--- config.mk ---
export PLATFORM = sky130hd
export DESIGN_NAME = form_urlencoded_tokenizer_top
export DESIGN_NICKNAME = d
export VERILOG_FILES = /design/src/hdl/fut_pkg.sv /design/src/hdl/form_urlencoded_tokenizer_top.sv
export SDC_FILE = /design/constraint.sdc
export NUM_CORES = 1
export LEC_CHECK = 0
export BUFFER_PORTS_ARGS = -buffer_cell sky130_fd_sc_hd__buf_4
export CAP_MARGIN = 25
export CORE_ASPECT_RATIO = 0.9
export CORE_MARGIN = 5
export CORE_UTILIZATION = 52
export CTS_CLUSTER_SIZE = 8
export DETAILED_ROUTE_END_ITERATION = 10
export GPL_ROUTABILITY_DRIVEN = 0
export GPL_TIMING_DRIVEN = 0
export PLACE_DENSITY_LB_ADDON = 0.15
export SYNTH_ARGS = -nofsm -noshare
export SYNTH_HDL_FRONTEND = slang
export SYNTH_SLANG_ARGS = --single-unit
--- constraint.sdc ---
create_clock -name clock -period 9.7 [get_ports clock]
set_input_delay 1.94 -clock clock [delete_from_list [all_inputs] [get_ports clock]]
set_output_delay 1.94 -clock clock [all_outputs]
set_load 0.1 [all_outputs]
--- src/hdl/fut_pkg.sv ---
// ----------------------------------------------------------------------------
// Form URL-encoded tokenizer package
// Item types, character codes, escape states and hex digit helpers.
// ----------------------------------------------------------------------------
package fut_pkg;

   localparam int unsigned RSP_DEPTH = 5;
   localparam int unsigned CAND_NUM  = 9;
   localparam int unsigned CNT_W     = $clog2(RSP_DEPTH + 1);

   localparam logic [7:0] CH_PCT   = 8'h25;
   localparam logic [7:0] CH_PLUS  = 8'h2B;
   localparam logic [7:0] CH_SPACE = 8'h20;
   localparam logic [7:0] CH_AMP   = 8'h26;
   localparam logic [7:0] CH_EQ    = 8'h3D;
   localparam logic [7:0] CH_LA    = 8'h61;
   localparam logic [7:0] CH_UA    = 8'h41;
   localparam logic [7:0] CH_ZERO  = 8'h30;
   localparam logic [7:0] CH_NINE  = 8'h39;
   localparam logic [7:0] HEX_SPAN = 8'd5;
   localparam logic [3:0] HEX_TEN  = 4'd10;

   typedef enum logic [2:0] {
      ESC_NONE = 3'b001,
      ESC_PCT  = 3'b010,
      ESC_HEX  = 3'b100
   } esc_type;

   typedef struct packed {
      logic [7:0] in_byte;
      logic       body_last;
   } req_type;

   typedef struct packed {
      logic       has_byte;
      logic [7:0] out_byte;
      logic       in_value;
      logic       string_end;
      logic       pair_end;
      logic       body_end;
      logic       run_last;
   } rsp_type;

   function automatic logic is_hex(input logic [7:0] c);
      is_hex = (c >= CH_ZERO && c <= CH_NINE) ||
               (c >= CH_UA && c <= CH_UA + HEX_SPAN) ||
               (c >= CH_LA && c <= CH_LA + HEX_SPAN);
   endfunction

   function automatic logic [3:0] hex_val(input logic [7:0] c);
      logic [7:0] d;
      d = 8'd0;
      if (c >= CH_ZERO && c <= CH_NINE) begin
         d = c - CH_ZERO;
         hex_val = d[3:0];
      end else if (c >= CH_UA && c <= CH_UA + HEX_SPAN) begin
         d = c - CH_UA;
         hex_val = d[3:0] + HEX_TEN;
      end else begin
         d = c - CH_LA;
         hex_val = d[3:0] + HEX_TEN;
      end
   endfunction

   function automatic rsp_type mk_rsp(input logic has, input logic [7:0] b,
                                      input logic inval, input logic send,
                                      input logic pend);
      rsp_type r;
      r.has_byte   = has;
      r.out_byte   = has ? b : 8'd0;
      r.in_value   = inval;
      r.string_end = send;
      r.pair_end   = pend;
      r.body_end   = 1'b0;
      r.run_last   = 1'b0;
      mk_rsp = r;
   endfunction

endpackage

--- src/hdl/form_urlencoded_tokenizer_top.sv ---
// ----------------------------------------------------------------------------
// Form URL-encoded tokenizer
// Usage: feed the raw form body one byte per item on req_ (in_byte, with
// body_last on the final byte). Decoded bytes come out on rsp_, tagged key
// or value, with byte-less string end and pair end markers; run_last marks
// the last result of an input byte and body_end the last of the body.
// An accepted item sits in the input register, is decoded in one pass into
// a result list of up to five entries and the entries leave one per cycle
// while rsp_ready is high. The first result of an item is offered once the
// result list, when free, has taken the item from the input register.
// Throughput: one byte per cycle while each gives at most one result and
// rsp_ready is high; a byte with more results holds the list until all have
// left. A first hex digit, or a '%' with no escape pending, gives no result
// unless last. When the receiver stalls, the result list holds and one more
// item waits in the input register; req_ready drops after that.
// Reset (synchronous, active high) empties both stages and returns the
// decoder to key parsing with no pending escape.
// ----------------------------------------------------------------------------
module form_urlencoded_tokenizer_top (
   input  logic             clock,
   input  logic             reset,
   input  logic             req_valid,
   output logic             req_ready,
   input  fut_pkg::req_type req_data,
   output logic             rsp_valid,
   input  logic             rsp_ready,
   output fut_pkg::rsp_type rsp_data
);

   logic                     in_vld_ff, in_vld_in;
   fut_pkg::req_type         in_data_ff;
   fut_pkg::rsp_type         list_ff [fut_pkg::RSP_DEPTH];
   fut_pkg::rsp_type         list_in [fut_pkg::RSP_DEPTH];
   logic [fut_pkg::CNT_W-1:0] cnt_ff, cnt_in;
   logic [fut_pkg::CNT_W-1:0] head_ff, head_in;
   logic                     vm_ff, vm_in;
   fut_pkg::esc_type         esc_ff, esc_in;
   logic [7:0]               efc_ff, efc_in;
   logic                     seg_ff, seg_in;

   logic                     last_pop, list_free, move;
   logic                     hx, plain, is_amp, is_eq, is_pct, is_plus;
   logic                     vm_mid, seg_mid, blast;
   fut_pkg::esc_type         esc_mid;
   logic [7:0]               b, efc_mid, main_byte;
   fut_pkg::rsp_type         cand [fut_pkg::CAND_NUM];
   logic [fut_pkg::CAND_NUM-1:0] cand_en;
   logic [fut_pkg::CNT_W-1:0] n;

   // output side
   assign rsp_valid = head_ff != cnt_ff;
   assign rsp_data  = list_ff[head_ff];
   assign last_pop  = rsp_valid && rsp_ready && (head_ff + 1'b1 == cnt_ff);
   assign list_free = !rsp_valid || last_pop;
   assign move      = in_vld_ff && list_free;
   assign req_ready = !in_vld_ff || move;
   assign in_vld_in = (req_valid && req_ready) || (in_vld_ff && !move);

   // decode one item
   always_comb begin
      b       = in_data_ff.in_byte;
      blast   = in_data_ff.body_last;
      hx      = fut_pkg::is_hex(b);
      is_amp  = b == fut_pkg::CH_AMP;
      is_eq   = b == fut_pkg::CH_EQ;
      is_pct  = b == fut_pkg::CH_PCT;
      is_plus = b == fut_pkg::CH_PLUS;
      plain   = (esc_ff == fut_pkg::ESC_NONE) || !hx;

      if (esc_ff == fut_pkg::ESC_HEX && hx) begin
         main_byte = {fut_pkg::hex_val(efc_ff), fut_pkg::hex_val(b)};
      end else if (is_plus) begin
         main_byte = fut_pkg::CH_SPACE;
      end else begin
         main_byte = b;
      end

      vm_mid  = vm_ff;
      seg_mid = seg_ff;
      efc_mid = efc_ff;
      esc_mid = fut_pkg::ESC_NONE;
      if (esc_ff == fut_pkg::ESC_PCT && hx) begin
         efc_mid = b;
         esc_mid = fut_pkg::ESC_HEX;
      end else if (plain) begin
         seg_mid = !is_amp;
         if (is_amp) begin
            vm_mid = 1'b0;
         end else if (is_eq) begin
            vm_mid = 1'b1;
         end
         if (is_pct && !is_amp) begin
            esc_mid = fut_pkg::ESC_PCT;
         end
      end

      cand[0] = fut_pkg::mk_rsp(1'b1, fut_pkg::CH_PCT, vm_ff, 1'b0, 1'b0);
      cand[1] = fut_pkg::mk_rsp(1'b1, efc_ff, vm_ff, 1'b0, 1'b0);
      cand[2] = fut_pkg::mk_rsp(1'b1, main_byte, vm_ff, 1'b0, 1'b0);
      cand[3] = fut_pkg::mk_rsp(1'b0, 8'd0, 1'b0, 1'b1, 1'b0);
      cand[4] = fut_pkg::mk_rsp(1'b0, 8'd0, 1'b1, 1'b1, 1'b1);
      cand[5] = fut_pkg::mk_rsp(1'b1, fut_pkg::CH_PCT, vm_mid, 1'b0, 1'b0);
      cand[6] = fut_pkg::mk_rsp(1'b1, efc_mid, vm_mid, 1'b0, 1'b0);
      cand[7] = fut_pkg::mk_rsp(1'b0, 8'd0, 1'b0, 1'b1, 1'b0);
      cand[8] = fut_pkg::mk_rsp(1'b0, 8'd0, 1'b1, 1'b1, 1'b1);

      cand_en[0] = (esc_ff != fut_pkg::ESC_NONE) && !hx;
      cand_en[1] = (esc_ff == fut_pkg::ESC_HEX) && !hx;
      cand_en[2] = ((esc_ff == fut_pkg::ESC_HEX) && hx) ||
                   (plain && !is_amp && !is_pct && !(is_eq && !vm_ff));
      cand_en[3] = plain && (is_amp || is_eq) && !vm_ff;
      cand_en[4] = plain && is_amp;
      cand_en[5] = blast && (esc_mid != fut_pkg::ESC_NONE);
      cand_en[6] = blast && (esc_mid == fut_pkg::ESC_HEX);
      cand_en[7] = blast && seg_mid && !vm_mid;
      cand_en[8] = blast && seg_mid;

      // pack enabled results in order
      n = '0;
      for (int i = 0; i < fut_pkg::RSP_DEPTH; i++) begin
         list_in[i] = '0;
      end
      for (int i = 0; i < fut_pkg::CAND_NUM; i++) begin
         if (cand_en[i] && n != fut_pkg::CNT_W'(fut_pkg::RSP_DEPTH)) begin
            list_in[n] = cand[i];
            n          = n + 1'b1;
         end
      end
      if (n != '0) begin
         list_in[n - 1'b1].run_last = 1'b1;
         list_in[n - 1'b1].body_end = blast;
      end

      if (blast) begin
         vm_in  = 1'b0;
         esc_in = fut_pkg::ESC_NONE;
         efc_in = 8'd0;
         seg_in = 1'b0;
      end else begin
         vm_in  = vm_mid;
         esc_in = esc_mid;
         efc_in = efc_mid;
         seg_in = seg_mid;
      end

      cnt_in  = cnt_ff;
      head_in = head_ff;
      if (move) begin
         cnt_in  = n;
         head_in = '0;
      end else if (rsp_valid && rsp_ready) begin
         head_in = head_ff + 1'b1;
      end
   end

   always_ff @(posedge clock) begin
      if (reset) begin
         in_vld_ff <= 1'b0;
         cnt_ff    <= '0;
         head_ff   <= '0;
         vm_ff     <= 1'b0;
         esc_ff    <= fut_pkg::ESC_NONE;
         efc_ff    <= 8'd0;
         seg_ff    <= 1'b0;
      end else begin
         in_vld_ff <= in_vld_in;
         cnt_ff    <= cnt_in;
         head_ff   <= head_in;
         if (move) begin
            vm_ff  <= vm_in;
            esc_ff <= esc_in;
            efc_ff <= efc_in;
            seg_ff <= seg_in;
         end
      end
   end

   // payload: hold unless loading
   always_ff @(posedge clock) begin
      if (req_valid && req_ready) begin
         in_data_ff <= req_data;
      end
      if (move) begin
         list_ff <= list_in;
      end
   end

`ifndef ASSERT_OFF
   a_head_in_range: assert property (@(posedge clock) disable iff (reset)
      head_ff <= cnt_ff)
      else $error("result head beyond result count");

   a_last_entry_flag: assert property (@(posedge clock) disable iff (reset)
      (rsp_valid && (head_ff + 1'b1 == cnt_ff)) |-> rsp_data.run_last)
      else $error("last result of an item lacks run_last");

   a_body_end_last: assert property (@(posedge clock) disable iff (reset)
      (rsp_valid && rsp_data.body_end) |-> rsp_data.run_last)
      else $error("body_end on a result that is not the last of its item");

   a_body_reset: assert property (@(posedge clock) disable iff (reset)
      (move && in_data_ff.body_last) |=>
         (esc_ff == fut_pkg::ESC_NONE && !vm_ff && !seg_ff))
      else $error("decoder state not cleared after final byte");
`endif

endmodule
After elaboration in Yosys (flattened, before gate mapping)
Index checks and enable logic that the tools add are counted.
- register bits: 99
- input port bits: 13
- output and inout port bits: 16
- word-level logic and storage cells: 265
- $add $sub $neg: 20
- order comparisons: 29
- eq/ne operators: 20
- multiplexer cells: 68
- bitwise gates (word level): 22
- reduce and logical (&&, ||, !) cells: 62
- operators with widths (kind ; count):
    $mux W70 ; 9
    $bwmux W70 ; 6
    $demux W14 S3 ; 10
    $mux W14 ; 11
    $and A65 B65 Y65 ; 2
    $not A65 Y65 ; 2
    $and A55 B55 Y55 ; 2
    $not A55 Y55 ; 2
    $logic_and A1 B1 Y1 ; 43
    $bmux W14 S3 ; 1
    $ge A4 B4 Y1 const B ; 10
    $not A3 Y4 ; 10
    $lt A4 B1 Y1 const B ; 9
    $eq A8 B6 Y1 const B ; 4
    $mux W8 ; 4
    $mux W3 ; 10
    $or A15 B15 Y15 ; 2
    $add A3 B1 Y3 const B ; 9
    $ge A8 B7 Y1 const B ; 3
    $le A8 B7 Y1 const B ; 3
    $ne A3 B3 Y1 const B ; 8
    $sub A4 B1 Y4 const B ; 6
    $add A4 B4 Y4 const B ; 4
    $ge A8 B6 Y1 const B ; 2
    16 further kinds ; 49

Logic depth before layout (Yosys ltp)
- word-level depth: 40
- depth in mapped cells: 46
- mapped depth without buffers: 45

Least setup slack after synthesis
No wires, ideal clock.
- path type: register to register
- start: register in_data_ff, in the netlist b[0]
- end: register list_ff[15] in the netlist's numbering, data pin
- setup time: 0.139 ns
- arrival: 9.568 ns
- data required time: 9.561 ns
- slack: -0.007 ns
- cell stages (with the launch flop): 46
- path buffers: 1
- period minus slack after synthesis: 9.707 ns
- path through: edfxtp_1 inv_1 ha_1 or3b_2 o2111a_1 nor3_1 and2_1 clkbuf_1 inv_1 ha_1 nand2_1 a21oi_1 a311oi_1 nand3_1 inv_1 ha_1 and2_1 a41oi_4 [... 10 more ...] nand3_1 o21ai_0 mux2_2 inv_4 ha_1 a31oi_2 xnor2_1 inv_1 ha_1 a21o_1 a31oi_2 xnor2_2 inv_2 ha_1 ha_1 or3b_2 or2_2 nor2_1
- cells in the longest elaborated chain, start to end: 39
- elaborated cells between the ends (all ways): 162
- classes of those cells: add/sub: 9; order compare: 24; eq/ne: 13; mux: 52; bitwise: 17; reduce/logical: 47
- RTL lines (item ; RTL line ; RTL):
    start: declaration ; form_urlencoded_tokenizer_top.sv:31 ; fut_pkg::req_type in_data_ff;
    start signal: assignment ; form_urlencoded_tokenizer_top.sv:181 ; in_data_ff <= req_data;
    branches (longest 38 deep; another with $ge A8 B6 Y1) ; -- ;
    $mux W70 (*) ; form_urlencoded_tokenizer_top.sv:129 ; if (n != '0) begin
    end signal: assignment ; form_urlencoded_tokenizer_top.sv:184 ; list_ff <= list_in;
    end: declaration ; form_urlencoded_tokenizer_top.sv:32 ; fut_pkg::rsp_type list_ff [fut_pkg::RSP_DEPTH];
Every way passes the cells marked *.
A chain may end at the register's enable or synchronous reset.

Worst setup path in the final report
- start: register in_data_ff, in the netlist b[6]
- end: register list_ff[29] in the netlist's numbering, data pin
The elaborated chain is that of the path after synthesis.

==> metrics.md <==
| Metric | Value |
|---|---|
| Diodes inserted | `0` |
| Final Non-Filler Cells | `923` |
| Fraction of layout instances using a drive strength above 1 | `17.1%` |
| Worst Path Max Fanout | `10` |
| Gr usage total | `25.4%` |
| Setup Crit Path Kind | `flop to flop` |
| DP Worst Slack | `-1410 ps` |
| CP top delay family | `adder cells` |
| Worst-Margin Slew | `987 ps` |
| Synth unique cells | `86` |
| Met1 usage | `35.0%` |
| Hold path endpoint | `in_vld_ff$_SDFF_PP0_` |
| Final Util | `60.9%` |
| Worst IR drop on VDD | `108 uV` |
| Largest stage delay on the critical path | `550 ps` |
| Min-Delay Path Class | `flop to flop` |
| DIE WIDTH | `128 um` |
| Hold_ws | `507 ps` |
| Status | `finished clean` |
| WP data required | `9920 ps` |
| M3 GR Usage | `5.76%` |
| Crit path DAT | `9450 ps` |
| CTS root buffer | `clkbuf_16` |
| Later-pin clock latency in the skew report | `360 ps` |
| Worst path most repeated cell | `inv_1` |
| Routed wire per std cell | `20.3 um` |
| Setup TNS | `0 ps` |
| CP max-delay cell | `fa_1` |
| # setup viols final | `0` |
| Slew headroom | `33.5%` |
| CTS H-Tree Depth | `3` |
| Io pins | `29` |
| Sw Pwr | `0.558 mW` |
| Vias in the first global route | `5447` |
| Die Span Y | `117 um` |
| Hold Startpoint | `in_vld_ff$_SDFF_PP0_` |
| Area Overhead vs Synth | `16.5%` |
| GRT overflow | `0` |
| Met2 Usage GRT | `39.7%` |
| FILL cells | `1077` |
| Synth async-reset ratio | `0%` |
| Final nets | `792` |
| Post-synthesis cell area | `6560 um2` |
| Post-synth EDFFs | `79` |
| DR vias | `5831` |
| Avg Inst Size Synth | `9.44 um2` |
| Finished Cell Area | `7640 um2` |
| Reg2reg setup slack | `470 ps` |
| Critical R2R Launch | `b[6]$_DFFE_PP_` |
| Register area share after synthesis | `42.3%` |
| Clock-pin slew on the worst setup and hold paths | `70 ps` |
| Cts bufs inserted | `9` |
| Routed Antenna Nets | `0` |
| Site row count | `39` |
| Final WS setup | `468 ps` |
| Remaining DRCs | `0` |
| Starting Density | `52.3%` |
| Post-Route WL | `18700 um` |
| Max_cap viols | `0` |
| Power share of the clock group | `26.2%` |
| Clk buf depth | `2` |
| Worst R2R Path Depth | `40` |
| Largest net degree at the start of global routing | `43` |
| RSZ-0062 raised after global routing | `no` |
| CP Launch Type | `flop` |
| CORE AREA | `12500 um2` |
| Reg2Reg Capture Point | `list_ff[29]$_SDFFCE_PN0P_` |
| Sequential share of power | `38.8%` |
| Placed cells | `890` |
| Worst setup EP type | `flop` |
| DP HPWL | `13700 um` |
| TritonCTS sink count | `99` |
| Max frequency | `0.108 GHz` |
| P per Cell Area | `186 nW/um2` |
| First-pass GRT wire length | `29300 um` |
| Switching Share | `39.4%` |
| Internal power | `0.860 mW` |
| Hold Buf Count CTS | `0` |
| DR vias/cell | `6.32` |
| Minimum clock period | `9230 ps` |
| Hold path cells | `2` |
| Combinational Power Share | `35.1%` |
| DIE AREA | `15000 um2` |
| LEAKAGE | `2.80 nW` |
| Synthesized flop and latch total | `99` |
| Initial antenna violation count | `0` |
| TritonCTS clock tree | `done` |
| Final Max Tran Viols | `0` |
| Tcrit/Tclk final | `95.2%` |
| Top FF cell, synth | `edfxtp_1` |
| I/O Buffers | `28` |
| DRT iter0 DRCs | `621` |
| DRT Pass-1 Iters | `7` |
| Syn_nets | `733` |
| GR peak layer | `met2` |
| Placed cell areas | `7010 um2` |
| Mapped Cells | `695` |
| Final hold violation count | `0` |
| Syn. warnings | `0` |
| Clock skew | `15.3 ps` |
| Pwr Total | `1.42 mW` |
| Crit path buffers/inverters | `8` |
## what timing repair did
action | in CTS | in global routing
pin swaps | 3 | 5
gates resized for setup | 16 | 23
setup buffers | 9 | 10
setup endpoints to repair | 29 | 10
hold endpoints to repair | 0 | 0
## cell families (layout without fill, tap and decap cells)
family                   after synthesis  count (layout)  share of synthesized area (%)
AO/OA/AOI/OAI                        189             189                           20.2
XOR/XNOR                              17              17                           2.39
adder cells (fa/ha/maj)               25              25                           4.88
other                                  1               1                         0.0572
multiplexers                          43              43                           6.75
flip-flops                            99              99                           42.3
buffers and inverters                 59             123                           3.64
AND/OR/NAND/NOR                      262             262                           19.8
## routing by layer
metal	vias to the layer above	part of all wire, %
li1	2725	-
met1	2787	44
met2	278	45
met3	41	7.9
met4	0	3.0
met5	-	0
## layout by cell type (no fill, tap or decap), types with 8 or more instances in the layout
cell type / instances
inv_1: 24
a22oi_1: 17
o21ai_0: 29
nand2_1: 57
edfxtp_1: 79
and3_1: 10
clkbuf_1: 16
ha_1: 19
nor3_1: 15
mux2i_1: 34
o22ai_1: 17
dfxtp_1: 20
nand3_1: 29
nor3b_1: 12
a31oi_1: 9
nor2_1: 85
and2_1: 8
clkbuf_16: 9
buf_4: 49
a21oi_1: 50
## synth_stat cells, types with 6 or more instances
master | instances | area (um2)
nor2_1 | 86 | 323
edfxtp_1 | 79 | 2370
nand2_1 | 58 | 218
a21oi_1 | 51 | 255
mux2i_1 | 35 | 350
nand3_1 | 30 | 150
o21ai_0 | 30 | 150
inv_1 | 25 | 93.8
ha_1 | 24 | 300
dfxtp_1 | 20 | 400
a22oi_1 | 17 | 128
clkbuf_1 | 17 | 63.8
o22ai_1 | 17 | 106
nor3_1 | 16 | 80.1
nor3b_1 | 12 | 90.1
and3_1 | 10 | 62.6
a31oi_1 | 9 | 56.3
and2_1 | 9 | 56.3
xnor2_1 | 9 | 78.8
a211oi_1 | 8 | 60.1
buf_1 | 7 | 26.3
xor2_1 | 7 | 61.3
mux2_2 | 6 | 67.6
nand2b_1 | 6 | 37.5
nor2b_1 | 6 | 37.5
## worst register-to-register path, delay by kind of cell, from the launching register on
kind | cells | cell delay [ps]
buf+inv | 8 | 1220
flops | 1 | 500
simple gates | 8 | 1830
mux | 2 | 550
fa+ha+maj | 8 | 2280
compound gates | 11 | 2160
xor+xnor | 3 | 530
## state kept, by name, summed over array words and instances (netlist names)
| register | cells |
|---|---|
| b | 8 |
| blast | 1 |
| cnt_ff | 3 |
| efc_ff | 8 |
| esc_ff | 3 |
| head_ff | 3 |
| in_vld_ff | 1 |
| list_ff | 70 |
| seg_ff | 1 |
| vm_ff | 1 |
## power groups by stage
stage / Combinational [mW] / Clock (mW) / Sequential (mW)
after CTS: 0.485 / 0.375 / 0.549
after floorplan: 0.369 / 0 / 0.556
after global routing: 0.524 / 0.393 / 0.554
after global placement: 0.464 / 0 / 0.563
after detailed placement: 0.477 / 0 / 0.560
final: 0.497 / 0.371 / 0.549
## worst max path at each step
stage / from / to / cells after the start
global placement: b[0]$_DFFE_PP_ / list_ff[15]$_SDFFCE_PN0P_ / 45
CTS: b[0]$_DFFE_PP_ / list_ff[15]$_SDFFCE_PN0P_ / 43
global route: b[0]$_DFFE_PP_ / list_ff[29]$_SDFFCE_PN0P_ / 42
floorplan: b[0]$_DFFE_PP_ / list_ff[15]$_SDFFCE_PN0P_ / 45
finish: b[6]$_DFFE_PP_ / list_ff[29]$_SDFFCE_PN0P_ / 40
detailed placement: b[0]$_DFFE_PP_ / list_ff[15]$_SDFFCE_PN0P_ / 45
## area by class of cell
type	count	area, um2	share of cell area, %
buffer	27	120	1.57
clock buffer	10	229	3.00
clock inverter	6	71.3	0.933
inverter	30	118	1.54
multi-input combinational	537	3740	49.0
sequential	99	2770	36.3
tap	164	205	2.69
timing repair buffer	50	384	5.03
No activity file was read; power rests on OpenSTA's default activity.
